**config.mk**
```make
export PLATFORM = sky130hd
export DESIGN_NAME = dec_sqrt
export DESIGN_NICKNAME = d
export VERILOG_FILES = /design/src/design/dec_sqrt.sv
export SDC_FILE = /design/constraint.sdc
export NUM_CORES = 2
export LEC_CHECK = 0
export BUFFER_PORTS_ARGS = -buffer_cell sky130_fd_sc_hd__buf_2
export CORE_ASPECT_RATIO = 1.2
export CORE_MARGIN = 3
export CORE_UTILIZATION = 55
export CTS_CLUSTER_DIAMETER = 150
export DETAILED_ROUTE_END_ITERATION = 12
export PLACE_DENSITY = 0.67
export SYNTH_ARGS = -nofsm -noshare
export SYNTH_HDL_FRONTEND = slang
export SYNTH_MEMORY_MAX_BITS = 65536
export SYNTH_SLANG_ARGS = --single-unit
```
**constraint.sdc**
```tcl
create_clock -name clk_i -period 10.2 [get_ports clk_i]
set_input_delay 2.04 -clock clk_i [delete_from_list [all_inputs] [get_ports clk_i]]
set_output_delay 2.04 -clock clk_i [all_outputs]
set_load 0.02 [all_outputs]
```
**src/design/dec_sqrt.sv**
```systemverilog
`default_nettype none

// Floor square root of a 64-bit radicand, one root bit per stage.
module dec_sqrt #(
  parameter type side_t = logic
) (
  input  logic        clk_i,
  input  logic        rst_ni,
  input  logic        en_i,
  input  logic        valid_i,
  input  logic [63:0] rad_i,
  input  side_t       side_i,
  output logic        valid_o,
  output logic [31:0] root_o,
  output side_t       side_o
);

  localparam int unsigned NS = 32;
  localparam int unsigned RW = 36;

  logic [NS-1:0] vld_q, vld_p;
  logic [RW-1:0] rem_p [NS];
  logic [RW-1:0] rem_q [NS];
  logic [RW-1:0] rem_sh [NS];
  logic [RW-1:0] trial [NS];
  logic [31:0]   root_p [NS];
  logic [31:0]   root_q [NS];
  logic [63:0]   rad_p [NS];
  logic [63:0]   rad_q [NS];
  side_t         side_p [NS];
  side_t         side_q [NS];
  logic [NS-1:0] ge;

  for (genvar k = 0; k < NS; k++) begin : g_stage
    if (k == 0) begin : g_head
      assign vld_p[k]  = valid_i;
      assign rem_p[k]  = '0;
      assign root_p[k] = '0;
      assign rad_p[k]  = rad_i;
      assign side_p[k] = side_i;
    end else begin : g_body
      assign vld_p[k]  = vld_q[k-1];
      assign rem_p[k]  = rem_q[k-1];
      assign root_p[k] = root_q[k-1];
      assign rad_p[k]  = rad_q[k-1];
      assign side_p[k] = side_q[k-1];
    end

    assign rem_sh[k] = {rem_p[k][RW-3:0], rad_p[k][63:62]};
    assign trial[k]  = RW'({root_p[k], 2'b01});
    assign ge[k]     = rem_sh[k] >= trial[k];

    always_ff @(posedge clk_i or negedge rst_ni) begin
      if (!rst_ni) begin
        vld_q[k] <= 1'b0;
      end else if (en_i) begin
        vld_q[k] <= vld_p[k];
      end
    end

    always_ff @(posedge clk_i) begin
      if (en_i) begin
        rem_q[k]  <= ge[k] ? rem_sh[k] - trial[k] : rem_sh[k];
        root_q[k] <= {root_p[k][30:0], ge[k]};
        rad_q[k]  <= {rad_p[k][61:0], 2'b00};
        side_q[k] <= side_p[k];
      end
    end
  end

  assign valid_o = vld_q[NS-1];
  assign root_o  = root_q[NS-1];
  assign side_o  = side_q[NS-1];

endmodule

`default_nettype wire

```
Word-level counts from Yosys, hierarchy flattened
Memories as Yosys holds them, arrays and structs flattened.
Cells that the tools add are included.
W data, S select, Z words.
- register bits: 32
- latch bits: 0
- bits in writable memories: 4192
- ROM bits: 0
- output and inout port bits: 34
- logic and storage cells: 134
- memories kept: 4
- add/subtract/negate cells: 32
- $mul: 0
- div/mod/pow operators: 0
- order comparisons: 32
- eq/ne operators: 0
- shift operators: 0
- multiplexer cells: 34
- bitwise gates (word level): 0
- reduce and logical (&&, ||, !) cells: 0
- memories (name ; depth ; width ; rd ports ; clocked after Yosys merged registers in ; wr ports ; line ; text):
    rad_q ; 32 ; 62 ; 31 ; 0 ; 32 ; 29 ; logic [63:0] rad_q [NS];
    rem_q ; 32 ; 36 ; 31 ; 0 ; 32 ; 23 ; logic [RW-1:0] rem_q [NS];
    root_q ; 32 ; 32 ; 32 ; 0 ; 32 ; 27 ; logic [31:0] root_q [NS];
    side_q ; 32 ; 1 ; 32 ; 0 ; 32 ; 31 ; side_t side_q [NS];
- operators with widths (cell ; number):
    $mux W36 ; 32
    $ge A36 B34 Y1 ; 31
    $sub A36 B34 Y36 ; 31
    $sub A2 B1 Y3 const B ; 1
    $ge A2 B1 Y1 const B ; 1
    $mux W1 ; 2

Logic depth before layout (Yosys ltp)
An unclocked memory read counts as a cell.
- depth after elaboration: 3
- depth in mapped cells: 14
- gate-level depth less buffers: 12

Worst setup path after synthesis
OpenSTA, ideal clock, no wires.
- path kind: register to register
- from: mem rem_q[8][12], in the netlist rem_q[0][300]
- to: mem rem_q[9][19], in the netlist rem_q[0][343] (data pin)
- library setup time: 0.271 ns
- arrival time: 3.554 ns
- path slack: 6.374 ns
- stages on the path, launching flop included: 11
- buffers on the path: 1
- clock period less this slack: 3.826 ns
- path through: edfxtp_1 or3_4 or4_1 or4_4 or4_4 or4_1 or3_4 o211ai_2 buf_6 nor4_1 xor2_1
- RTL lines (what ; line):
    start, declared ; 23

==> flow_summary.toml <==
[routing]
drt_drc_violations_left = 0
dr.first_iter.drc_count = 5119
viasPerCell = 5.69
drt-pass1-iter-count = 6
route.detailed.wl_per_inst_um = 19.5
routed-via-count = 71200
route.antenna.remaining_nets = 0
total_length_of_routed_wires_mm = 244

[clock_tree]
clock_buffers_created_by_tritoncts = 278
clock_tree.root_cell = "sky130_fd_sc_hd__clkbuf_16"
tritoncts_num_sinks = 2587
cts_hold_repair.buffers = 0
clk_pin_slew_ns = 0.06
post_cts_resized = 0
cts_setup_buffers = 0
tritoncts_clock_tree = "built"
ctsLongestPathBuffers = 4
worst_skew_pair.late_latency_ns = 0.93
cts_max_level = 5

[layout]
flow.area_growth_from_synthesis_pct = 10.6
final_instance_area_mm2 = 0.132
num-fill-cells = 16400
layout.nets = 10100
finalCoreUtilization_pct = 61.4
layout_cell_share_with_drive_strength_beyond_1_pct = 7.41

[power_and_ir_drop]
ir_worst_vdd_v = 0.000178
total_power_w = 0.0298
leakagePower_nw = 50.6
power-per-cell-area_mw_per_mm2 = 225

[global_route]
grt.total_usage_pct = 21.6
grt_max_degree = 203
first_global_vias = 70200
grt_antenna_before_repair = 1
grt_overflow_total = 0
grt_pass1_wl_mm = 381

[synthesis]
synth.mux.area_fraction_pct = 0.888
synth.most_common_cell = "sky130_fd_sc_hd__edfxtp_1"
synth_adder_area_share_pct = 5.88
synth_simple_gate_area_share_pct = 9.97
async_flop_share_pct = 1.24
synth_sequential_area_ratio_pct = 64.8
synth_area_leaders = "sky130_fd_sc_hd__edfxtp_1 (64%), sky130_fd_sc_hd__ha_1 (5.9%), sky130_fd_sc_hd__xor2_1 (3.2%)"
synth_top_cell_area_share_pct = 64.1
synth_cell_types = 83
synth.largest_area_cell = "sky130_fd_sc_hd__edfxtp_1"
synth_area_in_compound_gates_pct = 9.59
post_syn_area_mm2 = 0.120
ys_seq_elements = 2587
synth_top_family_by_area = "simple AND/OR/NAND/NOR gates"
synthesis.yosys.warnings = 0
yosys.area_share.xor_xnor_pct = 6.07
syn_area_per_cell_um2 = 13.0
postSynthCellCount = 9225
synth_common_cells = "sky130_fd_sc_hd__edfxtp_1 (2,555), sky130_fd_sc_hd__inv_1 (718), sky130_fd_sc_hd__nand2_1 (687)"
synth_edf_count = 2555
mappedNetlistNets = 9856
yosys_most_used_dff = "sky130_fd_sc_hd__edfxtp_1"

[floorplan]
start_util_pct = 55.6
floorplan.die_area_mm2 = 0.223
design.portCount = 103
core_mm2 = 0.215
floorplan.die.height_um = 517
rows = 186
die_w_um = 432

[setup_path]
worst_setup_path_end_kind = "register"
worst_ep_arrival_time_ns = 5.28
required_ns = 10.84
worst-path-max-fanout = 27
worstSetupPathType = "reg -> reg"
startpoint_type = "register"

[timing]
finalCritPeriodShare_pct = 45.5
hold_viol = 0
finalWorstPathRequiredPeriod_ns = 4.64
tightest_slew_ns = 1.23
rsz_0062_raised_after_global_routing = "no"
setup-violations-final = 0
post_route_setup_slack_ns = 5.56
report.final.slew_viol_count = 0
setup_tns_ns = 0
max_slew_margin_pct = 16.6
fin_skew_ns = 0.0674
highest_achievable_clock_rate_mhz = 215

[placement]
pre_cts_ws_ns = 5.45
place.port_buffers = 102
routabilityCongestion = 0.903
postPlaceCellArea_mm2 = 0.124
hpwl_mm = 175

[worst_hold_path]
min_path_type = "reg -> reg"

[job]
number_of_max_cap_violations = 0

[run_status]
outcome = "completed"
final timing paths:
kind	start	endpoint	slack (ns)	depth (start not counted)
setup / recovery	rem_q[0][337]	rem_q[0][388]	5.56	9
hold / removal	rad_q[13][44]	rad_q[14][46]	0.39	0
setup reg to reg	rem_q[0][337]	rem_q[0][388]	5.56	9
hold reg to reg	rad_q[13][44]	rad_q[14][46]	0.39	0
max in group asynchronous	rst_ni	vld_p[6]	8.56	1
min in group asynchronous	rst_ni	vld_p[1]	1.17	1
where the power goes:
| part | leakage (nW) | switching (W) | internal (W) | total (W) |
|---|---|---|---|---|
| Clock | 4.23 | 0.00391 | 0.00571 | 0.00962 |
| Combinational | 21.4 | 0.00341 | 0.00240 | 0.00581 |
| Sequential | 25.0 | 0.000941 | 0.0134 | 0.0144 |
| Total | 50.6 | 0.00826 | 0.0215 | 0.0298 |
stage by stage:
stage / std cells / hold WS, ns
6_report: 12500 / 0.386
5_1_grt: 12500 / 0.404
4_1_cts: 12500 / 0.390
3_5_place_dp: 12000 / 0.405
3_3_place_gp: 12000 / 0.400
2_1_floorplan: 9225 / 0.400
metal layers:
layer	share of wire [%]	track usage [%]
met1	40	25.6
met2	53	39.9
met3	3.5	2.80
met4	3.8	8.36
met5	0	0
worst max-delay path, cell delays in order (launching register included):
cell and delay (ns):
sky130_fd_sc_hd__edfxtp_1 0.44, sky130_fd_sc_hd__or4_1 0.59, sky130_fd_sc_hd__nor4_1 0.33, sky130_fd_sc_hd__or3b_2 0.51
sky130_fd_sc_hd__nor4_1 0.83, sky130_fd_sc_hd__and3_1 0.34, sky130_fd_sc_hd__and3b_1 0.73, sky130_fd_sc_hd__nor3_1 0.31
sky130_fd_sc_hd__nand3b_1 0.19, sky130_fd_sc_hd__xnor2_1 0.07
sequential cells by signal, summed over array words and instances (netlist names):
name,cells
rad_q,992
side_q,32
rem_q,1003
vld_p,31
valid_o,1
root_q,528
cells by family after synthesis:
family,after synthesis
flops,2587
simple gates,2409
compound gates,1850
buf+inv,892
xor+xnor,829
fa+ha+maj,562
mux,95
other cells,1
layout by cell type (no fill, tap or decap), types with 48 or more instances in the layout:
master,instances
sky130_fd_sc_hd__a21oi_1,514
sky130_fd_sc_hd__inv_1,718
sky130_fd_sc_hd__nor3_1,238
sky130_fd_sc_hd__clkbuf_16,286
sky130_fd_sc_hd__or3_1,112
sky130_fd_sc_hd__and3_1,62
sky130_fd_sc_hd__ha_1,562
sky130_fd_sc_hd__mux2_2,89
sky130_fd_sc_hd__nor4_1,111
sky130_fd_sc_hd__nand2b_1,91
sky130_fd_sc_hd__or4_1,51
sky130_fd_sc_hd__nand4_1,106
sky130_fd_sc_hd__o31ai_1,68
sky130_fd_sc_hd__nor2b_1,71
sky130_fd_sc_hd__nand3_1,143
sky130_fd_sc_hd__edfxtp_1,2555
sky130_fd_sc_hd__clkbuf_1,48
sky130_fd_sc_hd__o21bai_1,61
sky130_fd_sc_hd__nor2_1,522
sky130_fd_sc_hd__o21a_1,80
sky130_fd_sc_hd__nand2_1,687
sky130_fd_sc_hd__buf_2,101
sky130_fd_sc_hd__o21ai_0,534
sky130_fd_sc_hd__xnor2_1,393
sky130_fd_sc_hd__a211oi_1,65
sky130_fd_sc_hd__xor2_1,436
sky130_fd_sc_hd__a21o_1,229
area by class of cell:
cell class                      instances  area, um^2  share of cell area (%)
Multi-Input combinational cell       5746       38900                    29.4
Inverter                              722        2710                    2.05
Sequential cell                      2587       77500                    58.6
Antenna cell                            1        2.50                 0.00189
Clock buffer                          336        7360                    5.57
Timing Repair Buffer                  151        1010                   0.760
Tap cell                             2820        3530                    2.67
Clock inverter                        134        1270                   0.964
Power figures use the tool's default switching activity.
